[src/rtl/mexp_pkg.sv]
// ----------------------------------------------------------------------------
// mexp_pkg
// Shared types and constants of the modular exponentiation block.
// ----------------------------------------------------------------------------
package mexp_pkg;

	// Configuration register indexes.
	localparam int CFG_IDX_BITS = 1;
	localparam logic [CFG_IDX_BITS-1:0] CFG_MODULUS  = 1'b0;
	localparam logic [CFG_IDX_BITS-1:0] CFG_EXPONENT = 1'b1;

	// Sequencer states.
	typedef enum logic [2:0] {
		S_IDLE,
		S_REDUCE,
		S_NEXT,
		S_MUL,
		S_SQR,
		S_DONE
	} state_t;

	// Operations of the shared modular unit.
	typedef enum logic {
		OP_MUL,
		OP_REDUCE
	} mexp_op_t;

	// Request from the sequencer to the modular unit.
	typedef struct packed {
		logic     start;
		mexp_op_t op;
	} mexp_req_t;

endpackage

[src/rtl/mexp_if.sv]
// ----------------------------------------------------------------------------
// mexp_if
// Valid/ready channels of the modular exponentiation block: operand input,
// result output and configuration writes.
// ----------------------------------------------------------------------------
interface mexp_in_if #(
	parameter int W = 31
) ();
	logic         valid;
	logic         ready;
	logic [W-1:0] base_value;

	modport source (output valid, output base_value, input ready);
	modport sink (input valid, input base_value, output ready);
endinterface

interface mexp_out_if #(
	parameter int W = 31
) ();
	logic         valid;
	logic         ready;
	logic [W-1:0] power_result;

	modport source (output valid, output power_result, input ready);
	modport sink (input valid, input power_result, output ready);
endinterface

interface mexp_cfg_if
	import mexp_pkg::*;
#(
	parameter int W = 32
) ();
	logic                    valid;
	logic                    ready;
	logic [CFG_IDX_BITS-1:0] index;
	logic [W-1:0]            wdata;

	modport source (output valid, output index, output wdata, input ready);
	modport sink (input valid, input index, input wdata, output ready);
endinterface

[src/rtl/modular_exponentiation.sv]
// ----------------------------------------------------------------------------
// modular_exponentiation
// Raises each input value to the configured exponent modulo the configured
// modulus (textbook RSA encryption or decryption).
// ----------------------------------------------------------------------------
// One item is worked on at a time. The base is first reduced modulo the
// modulus, then the exponent is scanned from its low bit by square and
// multiply: each one bit costs a multiplication and every bit below the
// highest one costs a squaring, and each product is formed on the single
// shift-and-add modular unit. Exponents with few ones thus finish sooner.
// A zero exponent returns 1, and otherwise a modulus of 0 or 1 returns 0;
// both answers appear in the cycle after the item is taken. The result
// sits in an output register, and a new item is taken once that register
// is free or is being read. Configuration writes are always taken and
// must only be made while no item is in flight.
module modular_exponentiation
	import mexp_pkg::*;
#(
	parameter int MOD_BITS = 31,
	parameter int EXP_BITS = 32
) (
	input  logic       clk,
	input  logic       arst_n,
	mexp_in_if.sink    base_in,
	mexp_out_if.source result_out,
	mexp_cfg_if.sink   cfg
);

	state_t              state_q;
	state_t              state_d;
	logic [MOD_BITS-1:0] modulus_q;
	logic [EXP_BITS-1:0] exponent_q;
	logic [EXP_BITS-1:0] exp_left_q;
	logic [MOD_BITS-1:0] acc_q;
	logic [MOD_BITS-1:0] base_q;
	logic [MOD_BITS-1:0] res_q;
	logic                res_valid_q;

	logic                in_fire;
	logic                out_free;
	logic                trivial;
	mexp_req_t           req;
	logic [MOD_BITS-1:0] unit_x;
	logic [MOD_BITS-1:0] unit_y;
	logic                unit_done;
	logic [MOD_BITS-1:0] unit_res;

	assign out_free = !res_valid_q || result_out.ready;
	assign in_fire  = base_in.valid && base_in.ready;
	// Zero exponent and moduli of 0 or 1 are answered without the unit.
	assign trivial  = (exponent_q == '0) || (modulus_q <= MOD_BITS'(1));

	assign base_in.ready       = (state_q == S_IDLE) && out_free;
	assign result_out.valid    = res_valid_q;
	assign result_out.power_result = res_q;
	assign cfg.ready           = 1'b1;

	mexp_mulmod #(
		.MOD_BITS(MOD_BITS)
	) u_mulmod (
		.clk   (clk),
		.arst_n(arst_n),
		.req   (req),
		.x_in  (unit_x),
		.y_in  (unit_y),
		.m_in  (modulus_q),
		.done  (unit_done),
		.result(unit_res)
	);

	always_comb begin
		state_d   = state_q;
		req.start = 1'b0;
		req.op    = OP_MUL;
		unit_x    = acc_q;
		unit_y    = base_q;
		case (state_q)
			S_IDLE: begin
				if (in_fire && !trivial) begin
					req.start = 1'b1;
					req.op    = OP_REDUCE;
					unit_y    = base_in.base_value;
					state_d   = S_REDUCE;
				end
			end
			S_REDUCE: begin
				if (unit_done) begin
					state_d = S_NEXT;
				end
			end
			S_NEXT: begin
				if (exp_left_q == '0) begin
					state_d = S_DONE;
				end else if (exp_left_q[0]) begin
					req.start = 1'b1;
					state_d   = S_MUL;
				end else begin
					req.start = 1'b1;
					unit_x    = base_q;
					state_d   = S_SQR;
				end
			end
			S_MUL, S_SQR: begin
				if (unit_done) begin
					state_d = S_NEXT;
				end
			end
			S_DONE: begin
				if (out_free) begin
					state_d = S_IDLE;
				end
			end
			default: begin
				state_d = S_IDLE;
			end
		endcase
	end

	always_ff @(posedge clk or negedge arst_n) begin
		if (!arst_n) begin
			state_q     <= S_IDLE;
			res_valid_q <= 1'b0;
			modulus_q   <= MOD_BITS'(2);
			exponent_q  <= EXP_BITS'(1);
		end else begin
			state_q <= state_d;
			if ((in_fire && trivial) || (state_q == S_DONE && out_free)) begin
				res_valid_q <= 1'b1;
			end else if (result_out.ready) begin
				res_valid_q <= 1'b0;
			end
			if (cfg.valid && cfg.ready) begin
				case (cfg.index)
					CFG_MODULUS:  modulus_q  <= cfg.wdata[MOD_BITS-1:0];
					CFG_EXPONENT: exponent_q <= cfg.wdata[EXP_BITS-1:0];
					default: ;
				endcase
			end
		end
	end

	always_ff @(posedge clk) begin
		if (in_fire) begin
			exp_left_q <= exponent_q;
			res_q      <= (exponent_q == '0) ? MOD_BITS'(1) : '0;
		end else if (state_q == S_DONE && out_free) begin
			res_q <= acc_q;
		end
		case (state_q)
			S_REDUCE: begin
				if (unit_done) begin
					base_q <= unit_res;
					acc_q  <= MOD_BITS'(1);
				end
			end
			S_MUL: begin
				// Clearing the low bit sends the sequencer on to the squaring, or to the end when no bits are left.
				if (unit_done) begin
					acc_q         <= unit_res;
					exp_left_q[0] <= 1'b0;
				end
			end
			S_SQR: begin
				if (unit_done) begin
					base_q     <= unit_res;
					exp_left_q <= exp_left_q >> 1;
				end
			end
			default: ;
		endcase
	end

`ifndef SYNTHESIS
	a_done_in_wait: assert property (@(posedge clk) disable iff (!arst_n)
		unit_done |-> (state_q == S_REDUCE || state_q == S_MUL || state_q == S_SQR))
		else $error("modular unit finished outside a wait state");

	a_done_exp_empty: assert property (@(posedge clk) disable iff (!arst_n)
		(state_q == S_DONE) |-> (exp_left_q == '0))
		else $error("result delivered with exponent bits left");

	a_operands_reduced: assert property (@(posedge clk) disable iff (!arst_n)
		(state_q == S_NEXT) |-> (acc_q < modulus_q && base_q < modulus_q))
		else $error("running product or base not reduced");

	a_result_source: assert property (@(posedge clk) disable iff (!arst_n)
		$rose(res_valid_q) |-> $past((state_q == S_DONE) || in_fire))
		else $error("result appeared without an item to finish");
`endif

endmodule

[src/rtl/mexp_mulmod.sv]
// ----------------------------------------------------------------------------
// mexp_mulmod
// Shared modular unit. OP_MUL forms x*y mod m by shift and add, one
// multiplier bit per cycle, stopping when the multiplier runs out of ones.
// OP_REDUCE forms y mod m by restoring remainder, one bit per cycle.
// ----------------------------------------------------------------------------
module mexp_mulmod
	import mexp_pkg::*;
#(
	parameter int MOD_BITS = 31
) (
	input  logic                clk,
	input  logic                arst_n,
	input  mexp_req_t           req,
	input  logic [MOD_BITS-1:0] x_in,
	input  logic [MOD_BITS-1:0] y_in,
	input  logic [MOD_BITS-1:0] m_in,
	output logic                done,
	output logic [MOD_BITS-1:0] result
);

	localparam int CNT_W = $clog2(MOD_BITS + 1);

	logic                busy_q;
	mexp_op_t            op_q;
	logic [MOD_BITS-1:0] x_q;
	logic [MOD_BITS-1:0] y_q;
	logic [MOD_BITS-1:0] acc_q;
	logic [MOD_BITS-1:0] m_q;
	logic [CNT_W-1:0]    cnt_q;

	logic [MOD_BITS:0]   acc_sum;
	logic [MOD_BITS-1:0] acc_next;
	logic [MOD_BITS:0]   dbl;
	logic [MOD_BITS-1:0] x_next;
	logic                finish;

	// Both operands stay below m, so one conditional subtract is enough.
	always_comb begin
		acc_sum = {1'b0, acc_q} + {1'b0, x_q};
		if (acc_sum >= {1'b0, m_q}) begin
			acc_next = MOD_BITS'(acc_sum - {1'b0, m_q});
		end else begin
			acc_next = acc_sum[MOD_BITS-1:0];
		end
		// The doubler is shared: remainder steps shift in the next dividend bit.
		if (op_q == OP_REDUCE) begin
			dbl = {x_q, y_q[MOD_BITS-1]};
		end else begin
			dbl = {x_q, 1'b0};
		end
		if (dbl >= {1'b0, m_q}) begin
			x_next = MOD_BITS'(dbl - {1'b0, m_q});
		end else begin
			x_next = dbl[MOD_BITS-1:0];
		end
		if (op_q == OP_REDUCE) begin
			finish = busy_q && (cnt_q == '0);
		end else begin
			finish = busy_q && (y_q == '0);
		end
	end

	assign done   = finish;
	assign result = (op_q == OP_REDUCE) ? x_q : acc_q;

	always_ff @(posedge clk or negedge arst_n) begin
		if (!arst_n) begin
			busy_q <= 1'b0;
			op_q   <= OP_MUL;
		end else if (req.start) begin
			busy_q <= 1'b1;
			op_q   <= req.op;
		end else if (finish) begin
			busy_q <= 1'b0;
		end
	end

	always_ff @(posedge clk) begin
		if (req.start) begin
			x_q   <= (req.op == OP_REDUCE) ? '0 : x_in;
			y_q   <= y_in;
			acc_q <= '0;
			m_q   <= m_in;
			cnt_q <= CNT_W'(MOD_BITS);
		end else if (busy_q && !finish) begin
			x_q <= x_next;
			if (op_q == OP_REDUCE) begin
				y_q   <= {y_q[MOD_BITS-2:0], 1'b0};
				cnt_q <= cnt_q - CNT_W'(1);
			end else begin
				if (y_q[0]) begin
					acc_q <= acc_next;
				end
				y_q <= {1'b0, y_q[MOD_BITS-1:1]};
			end
		end
	end

endmodule

[src/flat_wrapper.sv]
// flat-port wrapper written by rule: the top's interface ports become plain ports
module modular_exponentiation_flat import mexp_pkg::*;
#(
	parameter int MOD_BITS = 31,
	parameter int EXP_BITS = 32
)
  (clk, arst_n, base_in_valid, base_in_base_value, base_in_ready, result_out_valid, result_out_power_result, result_out_ready, cfg_valid, cfg_index, cfg_wdata, cfg_ready);
  mexp_in_if #(.W(MOD_BITS)) base_in_i ();
  mexp_out_if #(.W(MOD_BITS)) result_out_i ();
  mexp_cfg_if #(.W(EXP_BITS)) cfg_i ();
  input  logic clk;
  input  logic arst_n;
  input wire logic [$bits(base_in_i.valid)-1:0] base_in_valid;
  input wire logic [$bits(base_in_i.base_value)-1:0] base_in_base_value;
  output wire logic [$bits(base_in_i.ready)-1:0] base_in_ready;
  output wire logic [$bits(result_out_i.valid)-1:0] result_out_valid;
  output wire logic [$bits(result_out_i.power_result)-1:0] result_out_power_result;
  input wire logic [$bits(result_out_i.ready)-1:0] result_out_ready;
  input wire logic [$bits(cfg_i.valid)-1:0] cfg_valid;
  input wire logic [$bits(cfg_i.index)-1:0] cfg_index;
  input wire logic [$bits(cfg_i.wdata)-1:0] cfg_wdata;
  output wire logic [$bits(cfg_i.ready)-1:0] cfg_ready;
  assign base_in_i.valid = base_in_valid;
  assign base_in_i.base_value = base_in_base_value;
  assign base_in_ready = base_in_i.ready;
  assign result_out_valid = result_out_i.valid;
  assign result_out_power_result = result_out_i.power_result;
  assign result_out_i.ready = result_out_ready;
  assign cfg_i.valid = cfg_valid;
  assign cfg_i.index = cfg_index;
  assign cfg_i.wdata = cfg_wdata;
  assign cfg_ready = cfg_i.ready;
  modular_exponentiation #(.MOD_BITS(MOD_BITS), .EXP_BITS(EXP_BITS)) u_core (.clk(clk), .arst_n(arst_n), .base_in(base_in_i), .result_out(result_out_i), .cfg(cfg_i));
endmodule
[config.mk]
export PLATFORM = sky130hd
export DESIGN_NAME = modular_exponentiation_flat
export DESIGN_NICKNAME = d
export VERILOG_FILES = /design/src/rtl/mexp_pkg.sv /design/src/rtl/mexp_if.sv /design/src/rtl/modular_exponentiation.sv /design/src/rtl/mexp_mulmod.sv /design/src/flat_wrapper.sv
export SDC_FILE = /design/constraint.sdc
export NUM_CORES = 1
export LEC_CHECK = 0
export BUFFER_PORTS_ARGS = -buffer_cell sky130_fd_sc_hd__buf_2
export CAP_MARGIN = 5
export CORE_UTILIZATION = 62
export CTS_CLUSTER_DIAMETER = 200
export DETAILED_ROUTE_END_ITERATION = 8
export GPL_ROUTABILITY_DRIVEN = 1
export PLACE_DENSITY = 0.81
export SYNTH_ARGS = -nofsm -noshare
export SYNTH_HDL_FRONTEND = slang
export SYNTH_SLANG_ARGS = --single-unit
[constraint.sdc]
create_clock -name clk -period 5.7 [get_ports clk]
set_input_delay 0.855 -clock clk [delete_from_list [all_inputs] [get_ports clk]]
set_output_delay 0.855 -clock clk [all_outputs]
set_load 0.02 [all_outputs]
# Word level (Yosys, flattened, before mapping)
# Index checks and enable logic that the tools add are counted.
[classes]
n_eq_ne = 10
order_cmp = 3
bitwise_logic = 2
add_sub_neg = 4
n_reduce_logical = 33
n_mux = 41
[op_table]
columns = ["operator", "count"]
rows = [
  ["2-to-1 mux 31 bit", 19],
  ["greater-or-equal comparator 32 x 31 -> 1 bit", 2],
  ["logical NOT 32 bit", 2],
  ["2-to-1 mux 32 bit", 2],
  ["one-hot mux 31 bit (2 select lines)", 1],
  ["subtractor 31 bit", 2],
  ["adder 31 x 31 -> 32 bit", 1],
  ["less-or-equal comparator 31 x 1 -> 1 bit (second input constant)", 1],
  ["logical NOT 31 bit", 1],
  ["2-to-1 mux 3 bit", 5],
  ["one-hot mux 3 bit (4 select lines)", 1],
  ["2-to-1 mux 1 bit", 10],
  ["nonzero test 2 bit", 5],
  ["AND reduction 3 bit", 3],
  ["logical AND 1 bit", 8],
  ["AND reduction 2 bit", 4],
  ["== test 3 x 2 -> 1 bit (second input constant)", 2],
  ["== test 3 bit (second input constant)", 2],
  ["!= test 2 bit (second input constant)", 3],
  ["logical NOT 5 bit", 1],
  ["subtractor 5 x 1 -> 5 bit (second input constant)", 1],
  ["!= test 2 x 1 -> 1 bit (second input constant)", 2],
  ["one-hot mux 1 bit (2 select lines)", 2],
  ["== test 3 x 1 -> 1 bit (second input constant)", 1],
  ["7 further kinds", 12],
]
[totals]
in_bits = 69
wordCells = 108
reg_bits = 323
output_inout_bits = 34

# Logic depth before layout (Yosys ltp)
# Gate-level depths: netlist (run 1).
[logic_depth]
ltp_word = 9
depth_mapped = 21
mapped_depth_nobuf = 19

# Hierarchy
# From an unflattened synthesis (run 1), not the netlist that was laid out.
[hier_totals]
cells_unflattened = 1818
hier_area_um2 = 19338.5
[by_module_without_submodules]
columns = ["module", "cells_each", "instances", "area_per_inst_um2", "seq_area_each_um2"]
rows = [
  ["mexp_mulmod", 1237, 1, 11028.1, 3563.4],
  ["modular_exponentiation", 581, 1, 8310.5, 5112.4],
]

# Worst setup path after synthesis (run 1)
# OpenSTA, ideal clock, no wires.
[synth_path]
path_type = "flip-flop to flip-flop"
start = "register u_core.u_mulmod.x_q[0]"
end = "register u_core.u_mulmod.acc_q[12]"
setup_slack_ns = 1.245
period_less_slack_ns = 4.455
arrival_ns = 4.364
path_buffers = 1
setup_ns = 0.091
required_ns = 5.609
path_stages_with_launch = 21
cell_sequence = "edfxtp_1 > ha_1 > fa_1 > a21oi_1 > o21ai_2 > and4b_4 > or3_4 > a21oi_2 > o21a_1 > o211ai_1 > ha_1 > nand2_1 > a21oi_1 > a21oi_1 > nor3_1 > o31ai_1 > o211ai_2 > nor2_4 > buf_2 > nand2_1 > a311oi_1"
[synth_between]
elab_chain_len = 3
word_cells_on_any_way = 4
classes_between = "2 x add/sub; 1 x order compare; 1 x mux"
[synth_lines]
columns = ["element", "line_no", "source"]
rows = [
  ["start: declaration", "mexp_mulmod.sv:26", "logic [MOD_BITS-1:0] x_q;"],
  ["start signal: assignment", "mexp_mulmod.sv:81", "x_q <= (req.op == OP_REDUCE) ? '0 : x_in;"],
  ["start signal: assignment", "mexp_mulmod.sv:87", "x_q <= x_next;"],
  ["adder 31 x 31 -> 32 bit *", "mexp_mulmod.sv:40", "acc_sum = {1'b0, acc_q} + {1'b0, x_q};"],
  ["subtractor 31 bit / greater-or-equal comparator 32 x 31 -> 1 bit (equally long branches)", "mexp_mulmod.sv:42, mexp_mulmod.sv:41", ""],
  ["2-to-1 mux 31 bit *", "mexp_mulmod.sv:41", "if (acc_sum >= {1'b0, m_q}) begin"],
  ["end signal: assignment", "mexp_mulmod.sv:93", "acc_q <= acc_next;"],
  ["end: declaration", "mexp_mulmod.sv:28", "logic [MOD_BITS-1:0] acc_q;"],
]
# Every way passes the cells marked *; elsewhere a longest branch is shown, timed or not.
# A chain may end at the register's enable or synchronous reset.

# Final worst setup path (run 1)
[layout_path]
start = "register u_core.u_mulmod.x_q[0]"
end = "register u_core.u_mulmod.acc_q[4]"
# The elaborated chain is that of the path after synthesis.

==> flow_summary.html, run 1 <==
<table>
<tr><th>Metric</th><th>Value</th></tr>
<tr><th colspan="2">Critical path</th></tr>
<tr><td>Number of cells on the worst reg-to-reg path</td><td>19</td></tr>
<tr><td>Critical path data arrival time</td><td>5.64 ns</td></tr>
<tr><td>Startpoint Class</td><td>register</td></tr>
<tr><td>FF-to-FF End</td><td>u_core.u_mulmod.acc_q[4]</td></tr>
<tr><td>Data required time at the worst endpoint</td><td>6.13 ns</td></tr>
<tr><td>Category of the most critical setup path</td><td>reg -&gt; reg</td></tr>
<tr><td>Kind of end point of the critical path</td><td>register</td></tr>
<tr><td>Worst setup path startpoint</td><td>u_core.u_mulmod.x_q[0]</td></tr>
<tr><td>R2R Path Start</td><td>u_core.u_mulmod.x_q[0]</td></tr>
<tr><td>Crit path to</td><td>u_core.u_mulmod.acc_q[4]</td></tr>
<tr><td>Crit path max fanout</td><td>16</td></tr>
<tr><td>Setup slack, reg-to-reg</td><td>0.49 ns</td></tr>
<tr><th colspan="2">Synthesis</th></tr>
<tr><td>Total standard cell area after synthesis</td><td>19,100 um2</td></tr>
<tr><td>Sequential fraction of the synthesis area</td><td>0.454</td></tr>
<tr><td>Primary flip-flop cell chosen by synthesis mapping</td><td>edfxtp_1</td></tr>
<tr><td>Cell variety after synth</td><td>99</td></tr>
<tr><td>Mean area per synthesized cell</td><td>10.4 um2</td></tr>
<tr><td>Yosys warns</td><td>0</td></tr>
<tr><td>Largest cells by area after synthesis</td><td>edfxtp_1, dfrtp_1, dfxtp_1</td></tr>
<tr><td>Proportion of synthesized flip-flops having asynchronous set or reset</td><td>0.214</td></tr>
<tr><td>Mapped Nets</td><td>2,006</td></tr>
<tr><td>Fraction of synthesized cell area taken by the top area cell type</td><td>0.292</td></tr>
<tr><td>Number of instances in the synthesized netlist</td><td>1,840</td></tr>
<tr><td>Post-synthesis sequential element count</td><td>323</td></tr>
<tr><td>EDFF count, synth</td><td>186</td></tr>
<tr><td>Post-synth top area cell</td><td>edfxtp_1</td></tr>
<tr><th colspan="2">Global route</th></tr>
<tr><td>Overall overflow remaining after global route</td><td>0</td></tr>
<tr><td>Global-route wire length before repair</td><td>79,800 um</td></tr>
<tr><td>Maximum number of pins on one net before global-route repair</td><td>70</td></tr>
<tr><td>Total GRT Usage</td><td>0.330</td></tr>
<tr><td>Vias in the first global route</td><td>14,416</td></tr>
<tr><td>Initial antenna violation count</td><td>0</td></tr>
<tr><th colspan="2">Drt</th></tr>
<tr><td>Vias per std cell</td><td>6.51</td></tr>
<tr><td>Number of DRC markers after the initial detailed-route iteration</td><td>1,255</td></tr>
<tr><td>Routed via count</td><td>15,134</td></tr>
<tr><td>Post-detailed-route wirelength per cell</td><td>22.2 um</td></tr>
<tr><td>Wirelength, routed</td><td>51,500 um</td></tr>
<tr><td>Remaining antenna violation count</td><td>0</td></tr>
<tr><td>Remaining DRCs</td><td>0</td></tr>
<tr><td>First-pass DRT Iterations</td><td>5</td></tr>
<tr><th colspan="2">Clocking</th></tr>
<tr><td>Number of sinks driven by the clock tree</td><td>323</td></tr>
<tr><td>Hold buffer count at cts</td><td>0</td></tr>
<tr><td>Clock insertion delay at the later pin of the skew report</td><td>0.52 ns</td></tr>
<tr><td>CTS clock-pin slew for the worst setup and hold paths</td><td>0.06 ns</td></tr>
<tr><td>CTS tree</td><td>done</td></tr>
<tr><td>Number of buffers inserted during clock tree synthesis</td><td>35</td></tr>
<tr><td>Root cell of the clock tree</td><td>clkbuf_16</td></tr>
<tr><td>H-tree levels</td><td>2</td></tr>
<tr><td>Maximum root-to-sink buffer count</td><td>3</td></tr>
<tr><td># resized after CTS</td><td>0</td></tr>
<tr><td>Number of buffers inserted to repair setup after CTS</td><td>0</td></tr>
<tr><th colspan="2">Job</th></tr>
<tr><td>Number of maximum-capacitance constraint violations</td><td>0</td></tr>
<tr><th colspan="2">Cells and area</th></tr>
<tr><td>Net count, final</td><td>2,076</td></tr>
<tr><td>Number of diodes</td><td>0</td></tr>
<tr><td>P&amp;R area growth vs syn</td><td>10.1%</td></tr>
<tr><td>Share of final-layout standard cells stronger than drive strength 1</td><td>0.170</td></tr>
<tr><td>Filler cell count in the final layout</td><td>2,243</td></tr>
<tr><td>Post-route standard cell area excluding fillers</td><td>21,000 um2</td></tr>
<tr><td>Number of cells in the finished layout apart from fillers</td><td>2,326</td></tr>
<tr><td>Layout Utilization</td><td>0.703</td></tr>
<tr><th colspan="2">Die</th></tr>
<tr><td>I/O pin count</td><td>103</td></tr>
<tr><td>Width of the die</td><td>178 um</td></tr>
<tr><td>Initial core utilization</td><td>0.638</td></tr>
<tr><td>Area of the core</td><td>30,000 um2</td></tr>
<tr><td>Area of the die</td><td>31,500 um2</td></tr>
<tr><td>Die span in y</td><td>178 um</td></tr>
<tr><td>Standard-cell row count</td><td>63</td></tr>
<tr><th colspan="2">Timing</th></tr>
<tr><td>Final setup vio count</td><td>0</td></tr>
<tr><td>Final worst-path cycle share</td><td>0.914</td></tr>
<tr><td>Skew final</td><td>0.0116 ns</td></tr>
<tr><td>Maximum clock frequency</td><td>0.192 GHz</td></tr>
<tr><td>Slew Limit Headroom</td><td>0.281</td></tr>
<tr><td>RSZ-0062 raised after global routing</td><td>false</td></tr>
<tr><td>Period minus WS final</td><td>5.21 ns</td></tr>
<tr><td>Sum of negative setup slack</td><td>0 ns</td></tr>
<tr><td>Number of hold violations in the final report</td><td>0</td></tr>
<tr><td>Worst-Margin Slew</td><td>1.07 ns</td></tr>
<tr><td>Max Slew Vio Count</td><td>0</td></tr>
<tr><th colspan="2">Placed design</th></tr>
<tr><td>Count of placed standard cells including taps</td><td>2,263</td></tr>
<tr><td>RD Place Congestion</td><td>0.945</td></tr>
<tr><td>Instance area after placement</td><td>19,900 um2</td></tr>
<tr><td>DPL Wire Length</td><td>38,000 um</td></tr>
<tr><td>Number of buffers added on ports</td><td>101</td></tr>
<tr><th colspan="2">Power and ir drop</th></tr>
<tr><td>Total Power</td><td>10,800 uW</td></tr>
<tr><td>Worst-case vdd ir drop</td><td>0.000311 V</td></tr>
<tr><td>Power density cells</td><td>513 nW/um2</td></tr>
<tr><td>Leakage power summed over all cells</td><td>0.00897 uW</td></tr>
<tr><th colspan="2">Hold path</th></tr>
<tr><td>Min-Delay Path Class</td><td>reg -&gt; reg</td></tr>
<tr><th colspan="2">Outcome</th></tr>
<tr><td>Outcome</td><td>complete, no violations</td></tr>
</table>
per-layer routing:
metal	wire length, um	global-route usage	up-vias
met5	0	0	-
met4	1520	0.106	0
met3	3640	0.0371	81
met2	24400	0.544	612
met1	22000	0.456	7394
li1	-	-	7047
critical path, stage by stage (launching register included):
cell and delay, ns:
edfxtp_1 0.46, ha_1 0.26, fa_1 0.40, a21oi_1 0.29
o21ai_2 0.12, and4b_4 0.22, or3_4 0.38, a21oi_2 0.20
o21a_1 0.18, xnor2_1 0.18, ha_1 0.38, nand2_1 0.15
a21oi_1 0.08, a21oi_1 0.27, nor3_1 0.08, o31ai_1 0.39
o211ai_2 0.27, nor2_4 0.39, a21oi_1 0.14, a211oi_1 0.25
how the worst min path moves through the flow:
stage | cells past startpoint | endpoint | slack (ns) | startpoint
after detailed placement | 2 | u_core.u_mulmod.cnt_q[4] | 0.45 | u_core.u_mulmod.cnt_q[4]
after global placement | 2 | u_core.u_mulmod.cnt_q[4] | 0.45 | u_core.u_mulmod.cnt_q[4]
final | 2 | u_core.u_mulmod.cnt_q[4] | 0.46 | u_core.u_mulmod.cnt_q[4]
after global routing | 2 | u_core.u_mulmod.cnt_q[4] | 0.48 | u_core.u_mulmod.cnt_q[4]
after floorplan | 0 | u_core.u_mulmod.m_q[0] | 0.42 | u_core.modulus_q[0]
after CTS | 2 | u_core.u_mulmod.cnt_q[4] | 0.46 | u_core.u_mulmod.cnt_q[4]
metrics by stage:
step           hold WS [ns]  worst slack, ns
6_report              0.464            0.492
5_1_grt               0.483            0.138
4_1_cts               0.463            0.512
3_5_place_dp          0.452            0.519
3_3_place_gp          0.449            0.639
2_1_floorplan         0.421             1.25
report_power, final:
group,internal (uW),switching (uW)
registers,3160,455
logic,2040,2920
clock network,1260,948
total,6470,4330
layout by cell type, fill, tap and decap left out, types with 67 or more instances in the layout:
cell	n
dfxtp_1	67
mux2_2	96
a21oi_1	147
nand2_1	117
nor2_1	120
edfxtp_1	186
o21ai_0	91
buf_2	101
ha_1	94
mux2i_1	126
flip-flops by register name (all words and copies together) (netlist names):
name and cells:
u_core.exp_left_q 32, u_core.modulus_q 31, u_core.u_mulmod.x_q 31, u_core.result_out.power_result 31, u_core.u_mulmod.op_q 1, u_core.u_mulmod.m_q 31
u_core.u_mulmod.y_q 31, u_core.u_mulmod.cnt_q 5, u_core.exponent_q 32, u_core.u_mulmod.acc_q 31, u_core.state_q 3, u_core.u_mulmod.busy_q 1
u_core.result_out.valid 1, u_core.acc_q 31, u_core.base_q 31
layout make-up:
class,instances,area [um2],share of cell area
tap,390,488,0.0232
inverter,62,233,0.0111
clock buffer,46,980,0.0465
multi-input combinational,1365,9870,0.469
sequential,323,8680,0.412
clock inverter,17,128,0.00606
timing repair buffer,123,671,0.0319
cell families after synthesis:
group / share of synthesized area
multiplexers: 0.123
XOR/XNOR: 0.0325
adder cells (fa/ha/maj): 0.0647
AO/OA/AOI/OAI: 0.161
buffers and inverters: 0.0325
AND/OR/NAND/NOR: 0.132
other: 0.000196
flip-flops: 0.454
cell usage after synthesis, drive strengths merged, types with 10 or more instances:
master and count:
o22ai 26, nand2b 13, mux2i 126, xor2 28
nor2b 12, o31ai 12, nor3 20, a31oi 11
dfrtp 67, xnor2 43, ha 94, inv 62
a311oi 12, nand3 28, and2 34, or3 10
and3 39, o21a 13, o211ai 19, o21ai 112
a21oi 151, nand2 121, buf 21, a21o 31
mux2 97, a22oi 13, nor2 124, a211oi 14
dfxtp 68, o21bai 10, edfxtp 186, nand4 28
nor4 38, clkbuf 69
(Power assumes the default switching activity.)
==> run 2, diff against run 1 <==
CELL_PAD_IN_SITES_DETAIL_PLACEMENT = 0   (was not set)
CELL_PAD_IN_SITES_GLOBAL_PLACEMENT = 1   (was not set)
CORE_UTILIZATION = 50   (was 62)
PLACE_DENSITY = not set   (was 0.81)
PLACE_DENSITY_LB_ADDON = 0.1   (was not set)
==> flow_summary.html, run 2 (synthesized netlist as in run 1, its figures left out) <==
<table>
<tr><th>Metric</th><th>Value</th></tr>
<tr><th colspan="2">Outcome</th></tr>
<tr><td>Outcome</td><td>complete, no violations</td></tr>
<tr><th colspan="2">Timing</th></tr>
<tr><td>Slew Limit Headroom</td><td>0.366</td></tr>
<tr><td>Worst-Margin Slew</td><td>0.948 ns</td></tr>
<tr><td>Final worst-path cycle share</td><td>0.909</td></tr>
<tr><td>Final setup vio count</td><td>0</td></tr>
<tr><td>Skew final</td><td>0.0223 ns</td></tr>
<tr><td>Max Slew Vio Count</td><td>0</td></tr>
<tr><td>RSZ-0062 raised after global routing</td><td>false</td></tr>
<tr><td>Sum of negative setup slack</td><td>0 ns</td></tr>
<tr><td>Number of hold violations in the final report</td><td>0</td></tr>
<tr><td>Period minus WS final</td><td>5.18 ns</td></tr>
<tr><td>Maximum clock frequency</td><td>0.193 GHz</td></tr>
<tr><th colspan="2">Drt</th></tr>
<tr><td>First-pass DRT Iterations</td><td>8</td></tr>
<tr><td>Remaining antenna violation count</td><td>0</td></tr>
<tr><td>Wirelength, routed</td><td>54,300 um</td></tr>
<tr><td>Post-detailed-route wirelength per cell</td><td>22.1 um</td></tr>
<tr><td>Vias per std cell</td><td>5.99</td></tr>
<tr><td>Number of DRC markers after the initial detailed-route iteration</td><td>903</td></tr>
<tr><td>Routed via count</td><td>14,684</td></tr>
<tr><td>Remaining DRCs</td><td>0</td></tr>
<tr><th colspan="2">Critical path</th></tr>
<tr><td>Data required time at the worst endpoint</td><td>6.17 ns</td></tr>
<tr><td>Highest cell delay on the worst timing path</td><td>0.45 ns</td></tr>
<tr><td>List of cells traversed by the critical path</td><td>ha_1, fa_1, a21oi_1, o21ai_2, and4b_4, or3_4, a21oi_2, o21a_1, o211ai_1, ha_1, nand2_1, a21oi_1, a21oi_1, nor3_1, o31ai_1, o211a_2, nand2_4, o31a_1, a21oi_2</td></tr>
<tr><td>Crit path max fanout</td><td>31</td></tr>
<tr><td>CP max-delay cell</td><td>edfxtp_1</td></tr>
<tr><td>Setup slack, reg-to-reg</td><td>0.52 ns</td></tr>
<tr><td>Critical path data arrival time</td><td>5.66 ns</td></tr>
<tr><td>Most used cell, CP</td><td>a21oi_1</td></tr>
<tr><td>Kind of end point of the critical path</td><td>register</td></tr>
<tr><td>Buffers and inverters on the worst path</td><td>0</td></tr>
<tr><td>Category of the most critical setup path</td><td>reg -&gt; reg</td></tr>
<tr><td>CP top delay family</td><td>compound AO/OA/AOI/OAI gates</td></tr>
<tr><td>Startpoint Class</td><td>register</td></tr>
<tr><th colspan="2">Clocking</th></tr>
<tr><td>Number of buffers inserted during clock tree synthesis</td><td>37</td></tr>
<tr><td>CTS tree</td><td>done</td></tr>
<tr><td>Root cell of the clock tree</td><td>clkbuf_16</td></tr>
<tr><td>H-tree levels</td><td>2</td></tr>
<tr><td>Clock insertion delay at the later pin of the skew report</td><td>0.54 ns</td></tr>
<tr><td>Maximum root-to-sink buffer count</td><td>3</td></tr>
<tr><td>Number of sinks driven by the clock tree</td><td>323</td></tr>
<tr><td>CTS clock-pin slew for the worst setup and hold paths</td><td>0.06 ns</td></tr>
<tr><th colspan="2">Cells and area</th></tr>
<tr><td>Commonest cells after routing, fill and taps aside</td><td>edfxtp_1, a21oi_1, mux2i_1</td></tr>
<tr><td>Net count, final</td><td>2,081</td></tr>
<tr><td>Registers with the highest flip-flop counts</td><td>u_core.exp_left_q x32, u_core.exponent_q x32</td></tr>
<tr><td>Layout Utilization</td><td>0.565</td></tr>
<tr><td>Share of final-layout standard cells stronger than drive strength 1</td><td>0.171</td></tr>
<tr><td>P&amp;R area growth vs syn</td><td>11.3%</td></tr>
<tr><td>Number of diodes</td><td>0</td></tr>
<tr><td>Commonest non-fill, non-tap cell in the layout</td><td>edfxtp_1</td></tr>
<tr><td>Filler cell count in the final layout</td><td>3,414</td></tr>
<tr><th colspan="2">Die</th></tr>
<tr><td>Width of the die</td><td>198 um</td></tr>
<tr><td>Area of the core</td><td>37,700 um2</td></tr>
<tr><td>Standard-cell row count</td><td>71</td></tr>
<tr><td>Initial core utilization</td><td>0.508</td></tr>
<tr><td>I/O pin count</td><td>103</td></tr>
<tr><td>Die span in y</td><td>198 um</td></tr>
<tr><td>Area of the die</td><td>39,000 um2</td></tr>
<tr><th colspan="2">Power and ir drop</th></tr>
<tr><td>Power density cells</td><td>516 nW/um2</td></tr>
<tr><td>Worst-case vdd ir drop</td><td>0.000312 V</td></tr>
<tr><td>Leakage power summed over all cells</td><td>0.00902 uW</td></tr>
<tr><th colspan="2">Global route</th></tr>
<tr><td>Maximum number of pins on one net before global-route repair</td><td>70</td></tr>
<tr><td>Initial antenna violation count</td><td>1</td></tr>
<tr><td>Global-route wire length before repair</td><td>82,300 um</td></tr>
<tr><td>Vias in the first global route</td><td>14,148</td></tr>
<tr><td>Total GRT Usage</td><td>0.279</td></tr>
<tr><td>Overall overflow remaining after global route</td><td>0</td></tr>
<tr><th colspan="2">Job</th></tr>
<tr><td>Number of maximum-capacitance constraint violations</td><td>0</td></tr>
<tr><th colspan="2">Placed design</th></tr>
<tr><td>Number of buffers added on ports</td><td>101</td></tr>
<tr><td>DPL Wire Length</td><td>41,200 um</td></tr>
<tr><td>RD Place Congestion</td><td>0.924</td></tr>
<tr><th colspan="2">Hold path</th></tr>
<tr><td>Min-Delay Path Class</td><td>reg -&gt; reg</td></tr>
</table>
run 2: cell types whose count changed in the layout (fill, tap and decap cells not counted), sizes merged:
cell and delta:
clkinvlp -3, buf +3, clkbuf +1, clkinv -3, bufinv +2, inv +5
run 2: layout make-up:
type                       count  area (um2)  share of cell area
multi-input combinational   1365        9870               0.464
sequential                   323        8680               0.408
clock buffer                  47         983              0.0462
timing repair buffer         126         693              0.0326
tap                          511         639              0.0300
inverter                      62         233              0.0109
clock inverter                18         185             0.00870
run 2: through the flow:
step,total power (uW),instance area [um2],hold slack [ns],std cells,setup slack [ns]
2_1_floorplan,7310,19100,0.421,1840,1.25
3_3_place_gp,8550,20100,0.430,2385,0.681
3_5_place_dp,8610,20100,0.431,2385,0.557
4_1_cts,11000,21300,0.444,2450,0.499
5_1_grt,11600,21300,0.459,2452,0.111
6_report,11000,21300,0.442,2452,0.517
run 2: path summary, 6_finish.rpt:
check,from,to,cells after the start
setup / recovery,u_core.u_mulmod.x_q[0],u_core.u_mulmod.acc_q[30],19
hold / removal,u_core.modulus_q[0],u_core.u_mulmod.m_q[0],0
setup reg to reg,u_core.u_mulmod.x_q[0],u_core.u_mulmod.acc_q[30],19
hold reg to reg,u_core.modulus_q[0],u_core.u_mulmod.m_q[0],0
max in group asynchronous,arst_n,u_core.u_mulmod.op_q,2
min in group asynchronous,arst_n,u_core.exponent_q[28],2
run 2: repair_timing:
action / 4_1_cts / 5_1_grt
gates resized for setup: 0 / 0
setup endpoints to repair: 0 / 3
hold buffers: 0 / 0
buffers inserted: 0 / 2
run 2: routing by layer:
metal	wire length (um)	track usage
met5	0	0
met1	23300	0.356
met4	1500	0.0902
met2	27500	0.493
met3	2020	0.0323
run 2: report_power, final:
group,total [uW],internal (uW),switching (uW)
Combinational,5010,2060,2960
Sequential,3620,3160,463
Clock,2340,1370,970
==> run 3, diff against run 2 <==
ABC_AREA = 1   (was not set)
CORE_UTILIZATION = 46   (was 50)
==> flow_summary.html, run 3 <==
<table>
<tr><th>Metric</th><th>Value</th></tr>
<tr><th colspan="2">Outcome</th></tr>
<tr><td>Outcome</td><td>complete, no violations</td></tr>
<tr><th colspan="2">Clocking</th></tr>
<tr><td>H-tree levels</td><td>2</td></tr>
<tr><td>Number of buffers inserted to repair setup after CTS</td><td>0</td></tr>
<tr><td>CTS tree</td><td>done</td></tr>
<tr><td>Root cell of the clock tree</td><td>clkbuf_16</td></tr>
<tr><td>Maximum root-to-sink buffer count</td><td>3</td></tr>
<tr><td>CTS clock-pin slew for the worst setup and hold paths</td><td>0.07 ns</td></tr>
<tr><td>Hold buffer count at cts</td><td>0</td></tr>
<tr><td>Number of sinks driven by the clock tree</td><td>323</td></tr>
<tr><td>Number of buffers inserted during clock tree synthesis</td><td>37</td></tr>
<tr><td>Clock insertion delay at the later pin of the skew report</td><td>0.56 ns</td></tr>
<tr><td># resized after CTS</td><td>0</td></tr>
<tr><th colspan="2">Timing</th></tr>
<tr><td>Skew final</td><td>0.0177 ns</td></tr>
<tr><td>Maximum clock frequency</td><td>0.197 GHz</td></tr>
<tr><td>Final worst-path cycle share</td><td>0.893</td></tr>
<tr><td>Final-layout worst hold slack</td><td>0.460 ns</td></tr>
<tr><td>Max Slew Vio Count</td><td>0</td></tr>
<tr><td>RSZ-0062 raised after global routing</td><td>false</td></tr>
<tr><td>Number of hold violations in the final report</td><td>0</td></tr>
<tr><td>Sum of negative setup slack</td><td>0 ns</td></tr>
<tr><td>PnR worst setup slack</td><td>0.611 ns</td></tr>
<tr><td>Final setup vio count</td><td>0</td></tr>
<tr><td>Period minus WS final</td><td>5.09 ns</td></tr>
<tr><td>Slew Limit Headroom</td><td>0.226</td></tr>
<tr><td>Worst-Margin Slew</td><td>1.16 ns</td></tr>
<tr><th colspan="2">Die</th></tr>
<tr><td>I/O pin count</td><td>103</td></tr>
<tr><td>Area of the core</td><td>43,600 um2</td></tr>
<tr><td>Die span in y</td><td>213 um</td></tr>
<tr><td>Standard-cell row count</td><td>76</td></tr>
<tr><td>Area of the die</td><td>45,400 um2</td></tr>
<tr><td>Initial core utilization</td><td>0.471</td></tr>
<tr><td>Width of the die</td><td>213 um</td></tr>
<tr><th colspan="2">Cells and area</th></tr>
<tr><td>Commonest non-fill, non-tap cell in the layout</td><td>nand2_1</td></tr>
<tr><td>Number of diodes</td><td>0</td></tr>
<tr><td>Sequential cell area in the final layout</td><td>8680 um2</td></tr>
<tr><td>Filler cell count in the final layout</td><td>4,302</td></tr>
<tr><td>Registers with the highest flip-flop counts</td><td>u_core.exp_left_q x32, u_core.exponent_q x32</td></tr>
<tr><td>Share of final-layout standard cells stronger than drive strength 1</td><td>0.0805</td></tr>
<tr><td>Commonest cells after routing, fill and taps aside</td><td>nand2_1, inv_1, nor2_1</td></tr>
<tr><td>Net count, final</td><td>3,019</td></tr>
<tr><td>Number of cells in the finished layout apart from fillers</td><td>3,467</td></tr>
<tr><td>Multi-input gate area in the final layout</td><td>10,100 um2</td></tr>
<tr><td>P&amp;R area growth vs syn</td><td>11.1%</td></tr>
<tr><th colspan="2">Synthesis</th></tr>
<tr><td>Synth Area in XOR/XNOR</td><td>0.0209</td></tr>
<tr><td>Synthesized-area fraction occupied by and/or/nand/nor cells</td><td>0.279</td></tr>
<tr><td>EDFF count, synth</td><td>186</td></tr>
<tr><td>Portion of netlist area occupied by mux cells</td><td>0.00104</td></tr>
<tr><td>Post-synth top area cell</td><td>edfxtp_1</td></tr>
<tr><td>Share of the synthesized area in compound gates (AO/OA/AOI/OAI)</td><td>0.131</td></tr>
<tr><td>Largest cells by area after synthesis</td><td>edfxtp_1, nand2_1, dfrtp_1</td></tr>
<tr><td>Total standard cell area after synthesis</td><td>20,500 um2</td></tr>
<tr><td>Post-Synth Adder-Cell Area</td><td>0.0603</td></tr>
<tr><td>Yosys warns</td><td>0</td></tr>
<tr><td>Mapped Nets</td><td>2,945</td></tr>
<tr><td>Post-synthesis sequential element count</td><td>323</td></tr>
<tr><td>Mean area per synthesized cell</td><td>7.38 um2</td></tr>
<tr><td>Number of instances in the synthesized netlist</td><td>2,779</td></tr>
<tr><td>Combinational family with the most area after synthesis</td><td>simple AND/OR/NAND/NOR gates</td></tr>
<tr><td>Cell variety after synth</td><td>54</td></tr>
<tr><td>Sequential fraction of the synthesis area</td><td>0.423</td></tr>
<tr><td>Proportion of synthesized flip-flops having asynchronous set or reset</td><td>0.214</td></tr>
<tr><td>Fraction of synthesized cell area taken by the top area cell type</td><td>0.272</td></tr>
<tr><td>Synth top cells by count</td><td>nand2_1, inv_1, nor2_1</td></tr>
<tr><td>Most common cell in the synthesized netlist</td><td>nand2_1</td></tr>
<tr><td>Primary flip-flop cell chosen by synthesis mapping</td><td>edfxtp_1</td></tr>
<tr><th colspan="2">Critical path</th></tr>
<tr><td>Crit path max fanout</td><td>34</td></tr>
<tr><td>FF-to-FF End</td><td>u_core.u_mulmod.acc_q[24]</td></tr>
<tr><td>R2R Path Start</td><td>u_core.u_mulmod.x_q[0]</td></tr>
<tr><td>Category of the most critical setup path</td><td>reg -&gt; reg</td></tr>
<tr><td>CP max-delay cell</td><td>fa_1</td></tr>
<tr><td>Kind of end point of the critical path</td><td>register</td></tr>
<tr><td>Startpoint Class</td><td>register</td></tr>
<tr><td>Data required time at the worst endpoint</td><td>6.15 ns</td></tr>
<tr><td>Critical path data arrival time</td><td>5.53 ns</td></tr>
<tr><td>Worst setup path startpoint</td><td>u_core.u_mulmod.x_q[0]</td></tr>
<tr><td>Highest cell delay on the worst timing path</td><td>0.52 ns</td></tr>
<tr><td>List of cells traversed by the critical path</td><td>ha_1, fa_1, nand3_1, nand3_1, nand2_1, nand2_1, nand3_1, nand2_1, xor2_1, inv_1, ha_1, nand2_1, nor2_1, nand2_1, nor2_1, nand2_1, nand4_2, nand3_4, nand2_4, inv_1, nand2_1, nand2_1, nand2_1, inv_1</td></tr>
<tr><td>Setup slack, reg-to-reg</td><td>0.61 ns</td></tr>
<tr><td>Most used cell, CP</td><td>nand2_1</td></tr>
<tr><td>Number of cells on the worst reg-to-reg path</td><td>24</td></tr>
<tr><th colspan="2">Drt</th></tr>
<tr><td>Wirelength, routed</td><td>75,400 um</td></tr>
<tr><td>Vias per std cell</td><td>5.52</td></tr>
<tr><td>First-pass DRT Iterations</td><td>6</td></tr>
<tr><td>Post-detailed-route wirelength per cell</td><td>21.7 um</td></tr>
<tr><td>Number of DRC markers after the initial detailed-route iteration</td><td>2,037</td></tr>
<tr><td>Routed via count</td><td>19,146</td></tr>
<tr><td>Remaining DRCs</td><td>0</td></tr>
<tr><td>Remaining antenna violation count</td><td>0</td></tr>
<tr><th colspan="2">Hold path</th></tr>
<tr><td>Min-Delay Path Class</td><td>reg -&gt; reg</td></tr>
<tr><td>Worst hold path depth</td><td>0</td></tr>
<tr><td>Hold Startpoint</td><td>u_core.modulus_q[0]</td></tr>
<tr><td>Endpoint with the worst hold slack</td><td>u_core.u_mulmod.m_q[0]</td></tr>
<tr><th colspan="2">Global route</th></tr>
<tr><td>Global-route wire length before repair</td><td>112,000 um</td></tr>
<tr><td>Initial antenna violation count</td><td>0</td></tr>
<tr><td>Overall overflow remaining after global route</td><td>0</td></tr>
<tr><td>Total GRT Usage</td><td>0.337</td></tr>
<tr><td>Maximum number of pins on one net before global-route repair</td><td>74</td></tr>
<tr><td>Vias in the first global route</td><td>18,064</td></tr>
<tr><th colspan="2">Placed design</th></tr>
<tr><td>Count of placed standard cells including taps</td><td>3,399</td></tr>
<tr><td>Number of buffers added on ports</td><td>101</td></tr>
<tr><td>RD Place Congestion</td><td>1.07</td></tr>
<tr><td>Setup slack at placement</td><td>0.818 ns</td></tr>
<tr><td>DPL Wire Length</td><td>60,100 um</td></tr>
<tr><th colspan="2">Job</th></tr>
<tr><td>Number of maximum-capacitance constraint violations</td><td>0</td></tr>
</table>
[run 3: changes by cell type after synthesis, moves of 75 or more]
cell / before / now
nor2_1: 122 / 249
mux2i_1: 126 / 1
mux2_2: 96 / 1
inv_1: 59 / 349
nand2_1: 119 / 861
nand3_1: 28 / 153
o21ai_0: 91 / 166
[run 3: final cells by class]
| cell class | count | area share |
|---|---|---|
| clock inverters | 14 | 0.00698 |
| multi-input cells | 2008 | 0.444 |
| clock buffers | 54 | 0.0466 |
| inverters | 360 | 0.0593 |
| flip-flops and latches | 323 | 0.381 |
| repair buffers | 123 | 0.0295 |
| well taps | 585 | 0.0321 |
[run 3: worst max-delay path by stage]
stage | to | slack, ns
after floorplan | u_core.u_mulmod.x_q[0] | 1.86
after global placement | u_core.u_mulmod.acc_q[24] | 0.71
after detailed placement | u_core.u_mulmod.acc_q[24] | 0.82
after CTS | u_core.u_mulmod.acc_q[24] | 0.76
after global routing | u_core.u_mulmod.acc_q[24] | 0.22
final | u_core.u_mulmod.acc_q[24] | 0.61
[run 3: cells by family after synthesis]
logic type,after synthesis
flip-flops,323
other,1
multiplexers,2
adder cells (fa/ha/maj),97
buffers and inverters,448
AND/OR/NAND/NOR,1384
XOR/XNOR,49
AO/OA/AOI/OAI,475
[run 3: worst max-delay path: cells and delay by family (launching register included)]
family | cells | cell delay [ns]
buf+inv | 3 | 0.31
flops | 1 | 0.45
simple gates | 17 | 2.50
fa+ha+maj | 3 | 1.23
xor+xnor | 1 | 0.46
[run 3: routing by layer]
layer  vias up  part of all wire  GRT usage
met5         -                 0          0
met4         0             0.034      0.114
met3       109             0.065     0.0447
met2       727              0.45      0.537
met1      8996              0.45      0.469
li1       9314                 -          -
[run 3: metrics by stage]
step | utilization | instance area, um2
floorplan | - | 20500
global placement | 0.495 | 21600
detailed placement | 0.495 | 21600
CTS | 0.523 | 22800
global route | 0.523 | 22800
finish | 0.523 | 22800
Power of run 3 is left out: the tool's default activity adds up to more than one toggle a clock period on the data nets, which glitch-free logic cannot reach.
